## src/rtl/assert_macros.svh

```systemverilog
// Assertion macros, included by the scheduler top level.
`ifndef ASSERT_MACROS_SVH
`define ASSERT_MACROS_SVH

// Same-cycle implication, disabled during reset.
`define ASSERT_IMPLIES(label, clk, rst, ante, cons) \
  label: assert property (@(posedge clk) disable iff (rst) (ante) |-> (cons)) \
    else $error("assertion failed: same-cycle implication");

// Next-cycle implication, disabled during reset.
`define ASSERT_NEXT(label, clk, rst, ante, cons) \
  label: assert property (@(posedge clk) disable iff (rst) (ante) |=> (cons)) \
    else $error("assertion failed: next-cycle implication");

`endif

```

## src/rtl/tlfs_pkg.sv

```systemverilog
// Types and constants of the two-level feedback scheduler.
`default_nettype none
package tlfs_pkg;

  localparam int ID_W    = 16;
  localparam int BURST_W = 32;
  localparam int SLICE_W = 32;

  localparam logic CMD_ADD      = 1'b0;
  localparam logic CMD_SCHEDULE = 1'b1;

  typedef enum logic [1:0] {
    ST_SCHEDULED = 2'd0,
    ST_ADDED     = 2'd1,
    ST_FULL      = 2'd2,
    ST_IDLE      = 2'd3
  } status_t;

  typedef struct packed {
    logic               command;
    logic [ID_W-1:0]    task_id;
    logic [BURST_W-1:0] burst_request;
  } req_t;

  typedef struct packed {
    status_t            status;
    logic [ID_W-1:0]    granted_id;
    logic [BURST_W-1:0] granted_time;
    logic               task_done;
    logic               from_level;
  } rsp_t;

  typedef struct packed {
    logic [ID_W-1:0]    id;
    logic [BURST_W-1:0] burst;
  } entry_t;

  // queue control: push at tail, overwrite head, pop head, read head
  typedef struct packed {
    logic push;
    logic head_wr;
    logic pop;
    logic rd;
  } fifo_ctrl_t;

  typedef struct packed {
    logic empty;
    logic full;
  } fifo_stat_t;

endpackage
`default_nettype wire

```

## src/rtl/tlfs_fifo.sv

```systemverilog
// Circular task queue: entry memory with head pointer and fill count.
`default_nettype none
module tlfs_fifo #(
  parameter int QUEUE_DEPTH = 64
) (
  input  wire                       clk,
  input  wire                       rst,
  input  wire tlfs_pkg::fifo_ctrl_t ctrl,
  input  wire tlfs_pkg::entry_t     wdata,
  output tlfs_pkg::entry_t          rdata,
  output tlfs_pkg::fifo_stat_t      stat
);

  localparam int PTR_W = $clog2(QUEUE_DEPTH);
  localparam int CNT_W = $clog2(QUEUE_DEPTH + 1);

  tlfs_pkg::entry_t mem [QUEUE_DEPTH];

  logic [PTR_W-1:0] head;
  logic [PTR_W-1:0] head_next;
  logic [CNT_W-1:0] count;
  logic [CNT_W-1:0] count_next;
  logic [CNT_W:0]   tail_sum;
  logic [PTR_W-1:0] tail;
  logic [PTR_W-1:0] waddr;

  // head + count stays below twice the depth: one compare and subtract
  always_comb begin
    tail_sum = {1'b0, count} + (CNT_W+1)'(head);
    if (tail_sum >= (CNT_W+1)'(QUEUE_DEPTH)) begin
      tail_sum = tail_sum - (CNT_W+1)'(QUEUE_DEPTH);
    end
    tail = tail_sum[PTR_W-1:0];
  end

  assign waddr = ctrl.push ? tail : head;

  always_comb begin
    head_next  = head;
    count_next = count;
    if (ctrl.pop) begin
      head_next = (head == PTR_W'(QUEUE_DEPTH - 1)) ? '0 : head + 1'b1;
    end
    if (ctrl.push && !ctrl.pop) begin
      count_next = count + 1'b1;
    end else if (ctrl.pop && !ctrl.push) begin
      count_next = count - 1'b1;
    end
  end

  always_ff @(posedge clk) begin
    if (rst) begin
      head  <= '0;
      count <= '0;
    end else begin
      head  <= head_next;
      count <= count_next;
    end
  end

  always_ff @(posedge clk) begin
    if (ctrl.push || ctrl.head_wr) begin
      mem[waddr] <= wdata;
    end
    if (ctrl.rd) begin
      rdata <= mem[head];
    end
  end

  assign stat.empty = (count == '0);
  assign stat.full  = (count == CNT_W'(QUEUE_DEPTH));

endmodule
`default_nettype wire

```

## config.mk

```make
export PLATFORM = sky130hd
export DESIGN_NAME = tlfs_fifo
export DESIGN_NICKNAME = d
export VERILOG_FILES = /design/src/rtl/assert_macros.svh /design/src/rtl/tlfs_pkg.sv /design/src/rtl/tlfs_fifo.sv
export SDC_FILE = /design/constraint.sdc
export NUM_CORES = 2
export LEC_CHECK = 0
export BUFFER_PORTS_ARGS = -buffer_cell sky130_fd_sc_hd__buf_4
export CORE_UTILIZATION = 63
export DETAILED_ROUTE_END_ITERATION = 7
export PLACE_DENSITY = 0.83
export SYNTH_ARGS = -nofsm -noshare
export SYNTH_HDL_FRONTEND = slang
export SYNTH_SLANG_ARGS = --single-unit
```

## constraint.sdc

```tcl
create_clock -name clk -period 11.5 [get_ports clk]
set_input_delay 3.45 -clock clk [delete_from_list [all_inputs] [get_ports clk]]
set_output_delay 3.45 -clock clk [all_outputs]
set_load 0.01 [all_outputs]
```

==> metrics.txt <==
# TYPE chip_impl_metric gauge
chip_impl_metric{name="initial_utilization",unit=""} 0.636
chip_impl_metric{name="crit_arrival",unit="ns"} 3.09
chip_impl_metric{name="worstMarginPinSlew",unit="ns"} 1.49
chip_impl_metric{name="p_int",unit="mW"} 18.9
chip_impl_metric{name="vdd_ir_drop_max",unit="mV"} 0.143
chip_impl_info{name="root_buffer",value="sky130_fd_sc_hd__clkbuf_16"} 1
chip_impl_metric{name="syn_to_final_growth",unit="%"} 11.5
chip_impl_metric{name="design.final.nets",unit=""} 5288
chip_impl_info{name="min-delay-start",value="count[6]"} 1
chip_impl_info{name="min_delay_worst_endpoint",value="count[6]"} 1
chip_impl_info{name="outcome",value="finished, violations left"} 1
chip_impl_info{name="failed_checks",value="design-rule violations"} 1
chip_impl_metric{name="crit_path_max_incr_delay",unit="ns"} 0.99
chip_impl_metric{name="number_of_global_route_vias_before_repair",unit=""} 62600
chip_impl_metric{name="setup-violations-final",unit=""} 0
chip_impl_metric{name="port_buffers",unit=""} 103
chip_impl_metric{name="die_x",unit="µm"} 438
chip_impl_metric{name="die_area",unit="µm²"} 192000
chip_impl_metric{name="synth_enable_flop_cells",unit=""} 3120
chip_impl_metric{name="worstSkewPairLatency",unit="ns"} 0.99
chip_impl_metric{name="synthesized_flop_and_latch_total",unit=""} 3133
chip_impl_info{name="crit_type",value="reg2out"} 1
chip_impl_metric{name="n_fill_cell",unit=""} 9513
chip_impl_metric{name="storage_element_area",unit="µm²"} 94000
chip_impl_info{name="cp_slowest_cell",value="sky130_fd_sc_hd__nor2_1"} 1
chip_impl_metric{name="cts_setup_buffers",unit=""} 0
chip_impl_info{name="synth_top_area_cell",value="sky130_fd_sc_hd__edfxtp_1"} 1
chip_impl_info{name="hold_path.class",value="reg2reg"} 1
chip_impl_metric{name="tritoncts_buffers",unit=""} 307
chip_impl_metric{name="power.static_leakage",unit="nW"} 40.4
chip_impl_info{name="most_frequent_cell_after_synthesis",value="sky130_fd_sc_hd__edfxtp_1"} 1
chip_impl_metric{name="route.detailed.wl_per_inst",unit="µm"} 46.3
chip_impl_metric{name="placeable_core_area",unit="µm²"} 188000
chip_impl_metric{name="netlist.area_leader.share",unit=""} 0.783
chip_impl_metric{name="detail_route.first_pass.iterations",unit=""} 8
chip_impl_metric{name="grt.overflow.total",unit=""} 0
chip_impl_metric{name="max_slew_margin",unit=""} 0.00492
chip_impl_metric{name="time_the_final_worst_path_needs_with_i_o_delays_and_setup",unit="ns"} 6.54
chip_impl_metric{name="clkSinkCount",unit=""} 3133
chip_impl_info{name="synth.top_cells.by_area",value="sky130_fd_sc_hd__edfxtp_1 (78%), sky130_fd_sc_hd__mux4_2 (16%), sky130_fd_sc_hd__mux2i_1 (1.1%)"} 1
chip_impl_metric{name="dr.first_iter.drc_count",unit=""} 13000
chip_impl_metric{name="ys_seq_area_frac",unit=""} 0.785
chip_impl_metric{name="critical_path_required",unit="ns"} 8.05
chip_impl_metric{name="setup_total_negative_slack",unit="ns"} 0
chip_impl_metric{name="switching_power",unit="mW"} 5.62
chip_impl_metric{name="maxClockFrequency",unit="MHz"} 153
chip_impl_metric{name="finish.instance_area",unit="µm²"} 133000
chip_impl_metric{name="post_synth_num_cell_types",unit=""} 60
chip_impl_metric{name="clk_path_buf_depth",unit=""} 4
chip_impl_metric{name="detail_route.vias_per_cell",unit=""} 7.87
chip_impl_metric{name="via_count",unit=""} 62500
chip_impl_metric{name="ff2ff_setup_slack",unit="ns"} 5.58
chip_impl_metric{name="antenna_left",unit=""} 0
chip_impl_metric{name="grt_max_degree",unit=""} 148
chip_impl_info{name="cts_tree",value="yes"} 1
chip_impl_metric{name="hold_violations",unit=""} 0
chip_impl_metric{name="multi_input_gate_area",unit="µm²"} 25000
chip_impl_info{name="yosys_most_used_dff",value="sky130_fd_sc_hd__edfxtp_1"} 1
chip_impl_info{name="synth.top_cells.by_count",value="sky130_fd_sc_hd__edfxtp_1 (3120), sky130_fd_sc_hd__mux4_2 (859), sky130_fd_sc_hd__mux2i_1 (126)"} 1
chip_impl_metric{name="power.density",unit="nW/µm²"} 184
chip_impl_metric{name="slew_viol_final",unit=""} 0
chip_impl_metric{name="async_flop_share",unit=""} 0
chip_impl_metric{name="sw_frac_of_total",unit=""} 0.229
chip_impl_metric{name="syn_inst",unit=""} 4955
chip_impl_metric{name="ioPinCount",unit=""} 104
chip_impl_metric{name="max-cap-violations",unit=""} 0
chip_impl_metric{name="mapped_area",unit="µm²"} 120000
chip_impl_metric{name="postPlaceCellArea",unit="µm²"} 124000
chip_impl_metric{name="grtUsageTotal",unit=""} 0.390
chip_impl_metric{name="path_clk_slew",unit="ns"} 0.06
chip_impl_metric{name="floorplan.rows",unit=""} 159
chip_impl_metric{name="timing.critical_path.fanout_max",unit=""} 4
chip_impl_metric{name="setup_skew_after_layout",unit="ns"} 0.0768
chip_impl_metric{name="detail_route.wirelength",unit="mm"} 368
chip_impl_metric{name="post_route_clock_period_utilization",unit=""} 0.568
chip_impl_metric{name="cts-resized-gates",unit=""} 0
chip_impl_metric{name="rr_worst_depth",unit=""} 6
chip_impl_metric{name="clock_power_share",unit=""} 0.409
chip_impl_metric{name="htree_levels",unit=""} 5
chip_impl_metric{name="worst_hold_path.num_cells",unit=""} 2
chip_impl_metric{name="die_height",unit="µm"} 438
chip_impl_info{name="rsz0062_at_grt",value="false"} 1
chip_impl_metric{name="number_of_antenna_violations_at_the_first_check_in_global_routing",unit=""} 26
chip_impl_info{name="worstPathCellList",value="nor4_1, nand2_1, nor2_1, buf_4"} 1
chip_impl_info{name="worstSetupEndpointType",value="output port"} 1
chip_impl_metric{name="syn_avg_cell_area",unit="µm²"} 24.2
chip_impl_metric{name="wire_length_of_the_first_global_routing_pass",unit="mm"} 510
chip_impl_metric{name="warnings_from_yosys",unit=""} 0
chip_impl_info{name="crit_path_start_kind",value="flip-flop"} 1
chip_impl_metric{name="power_frac_seq",unit=""} 0.524
chip_impl_metric{name="drc",unit=""} 48
chip_impl_metric{name="syn-num-nets",unit=""} 5023
chip_impl_metric{name="gpl.final_weighted_congestion",unit=""} 0.908
chip_impl_metric{name="p_comb_frac",unit=""} 0.066
chip_impl_info{name="critical_path.reg2reg.startpoint",value="head[1]"} 1
chip_impl_info{name="timing.rr.end",value="rdata[39]"} 1
chip_impl_metric{name="final_layout_size_suffix_gt1_frac",unit=""} 0.295
chip_impl_metric{name="detailedPlacementHpwl",unit="mm"} 172
chip_impl_metric{name="post_cts_hold_buffer_count",unit=""} 0
[how the worst max path moves through the flow]
stage / startpoint / endpoint / slack (ns) / cells after the start
finish: count[2] / stat[1] / 4.96 / 4
global route: count[2] / stat[0] / 5.03 / 4
CTS: count[2] / stat[0] / 5.36 / 4
detailed placement: ctrl[3] / mem[32][8] / 4.92 / 5
global placement: ctrl[3] / mem[32][11] / 4.93 / 5
floorplan: ctrl[3] / mem[31][0] / 2.09 / 5
[cells in the final DEF, fill, tap and decap left out, types with 14 or more instances in the layout]
master | Yosys | layout
sky130_fd_sc_hd__clkinv_2 | 0 | 33
sky130_fd_sc_hd__mux2i_1 | 126 | 126
sky130_fd_sc_hd__clkbuf_16 | 0 | 313
sky130_fd_sc_hd__mux4_2 | 859 | 859
sky130_fd_sc_hd__nor4_2 | 0 | 32
sky130_fd_sc_hd__nand2_1 | 54 | 54
sky130_fd_sc_hd__o21ai_0 | 15 | 14
sky130_fd_sc_hd__mux2_2 | 35 | 35
sky130_fd_sc_hd__a22oi_1 | 34 | 34
sky130_fd_sc_hd__bufinv_16 | 0 | 27
sky130_fd_sc_hd__clkinv_1 | 1 | 72
sky130_fd_sc_hd__nor2_1 | 72 | 67
sky130_fd_sc_hd__clkbuf_1 | 116 | 58
sky130_fd_sc_hd__diode_2 | 0 | 15
sky130_fd_sc_hd__edfxtp_1 | 3120 | 3120
sky130_fd_sc_hd__o31ai_1 | 18 | 18
sky130_fd_sc_hd__a221oi_1 | 22 | 22
sky130_fd_sc_hd__o221ai_1 | 25 | 25
sky130_fd_sc_hd__a221o_1 | 17 | 17
sky130_fd_sc_hd__nor3_1 | 22 | 22
sky130_fd_sc_hd__nand3_1 | 17 | 17
sky130_fd_sc_hd__a211oi_4 | 0 | 32
sky130_fd_sc_hd__a21oi_1 | 26 | 26
sky130_fd_sc_hd__buf_4 | 37 | 228
[power by group through the flow]
stage	sequential [mW]	combinational, mW	clock [mW]
2_1_floorplan	13.1	0.838	0
3_3_place_gp	13.1	1.44	0
3_5_place_dp	13.1	1.49	0
4_1_cts	12.9	1.58	10.0
5_1_grt	12.9	1.63	10.4
6_report	12.9	1.63	10.0
[final cells by class]
type | instances | area share
diodes | 15 | 0.000281
flip-flops and latches | 3133 | 0.704
inverters | 11 | 0.000403
repair buffers | 235 | 0.0139
clock inverters | 148 | 0.0103
well taps | 2495 | 0.0234
multi-input cells | 1532 | 0.187
clock buffers | 371 | 0.0603
[per-layer routing]
metal / track usage / vias up / part of all wire
li1: - / 22000 / -
met5: 0 / - / 0.00047
met3: 0.0978 / 1745 / 0.14
met1: 0.490 / 31600 / 0.29
met4: 0.275 / 24 / 0.093
met2: 0.603 / 7105 / 0.47
[critical path: cells and delay by family, from the launching register on]
family / cells / cell delay [ns]
buf+inv: 1 / 0.28
flops: 1 / 0.38
simple gates: 3 / 1.47
[logic make-up after synthesis]
logic type | Yosys count | share of synthesized area
AOI/OAI and AO/OA | 260 | 0.0162
xor gates and xnor gates | 13 | 0.000951
adders and majority gates | 14 | 0.00159
buffers and inverters | 290 | 0.0122
DFF | 3133 | 0.785
muxes | 1020 | 0.175
and+or+nand+nor | 225 | 0.00881
[registers in the layout, summed over array words and instances (netlist names)]
name,count
count,7
head,6
mem,3072
rdata,48
[metrics by stage]
step / hold slack [ns] / total power, mW / worst slack (ns) / util / cells
floorplan: 0.513 / 13.9 / 2.09 / - / 4955
global placement: 0.569 / 14.5 / 4.93 / 0.659 / 7405
detailed placement: 0.578 / 14.6 / 4.92 / 0.659 / 7405
CTS: 0.621 / 24.5 / 5.36 / 0.709 / 7924
global route: 0.655 / 24.9 / 5.03 / 0.709 / 7929
finish: 0.660 / 24.5 / 4.96 / 0.709 / 7940
(Power assumes the default switching activity.)
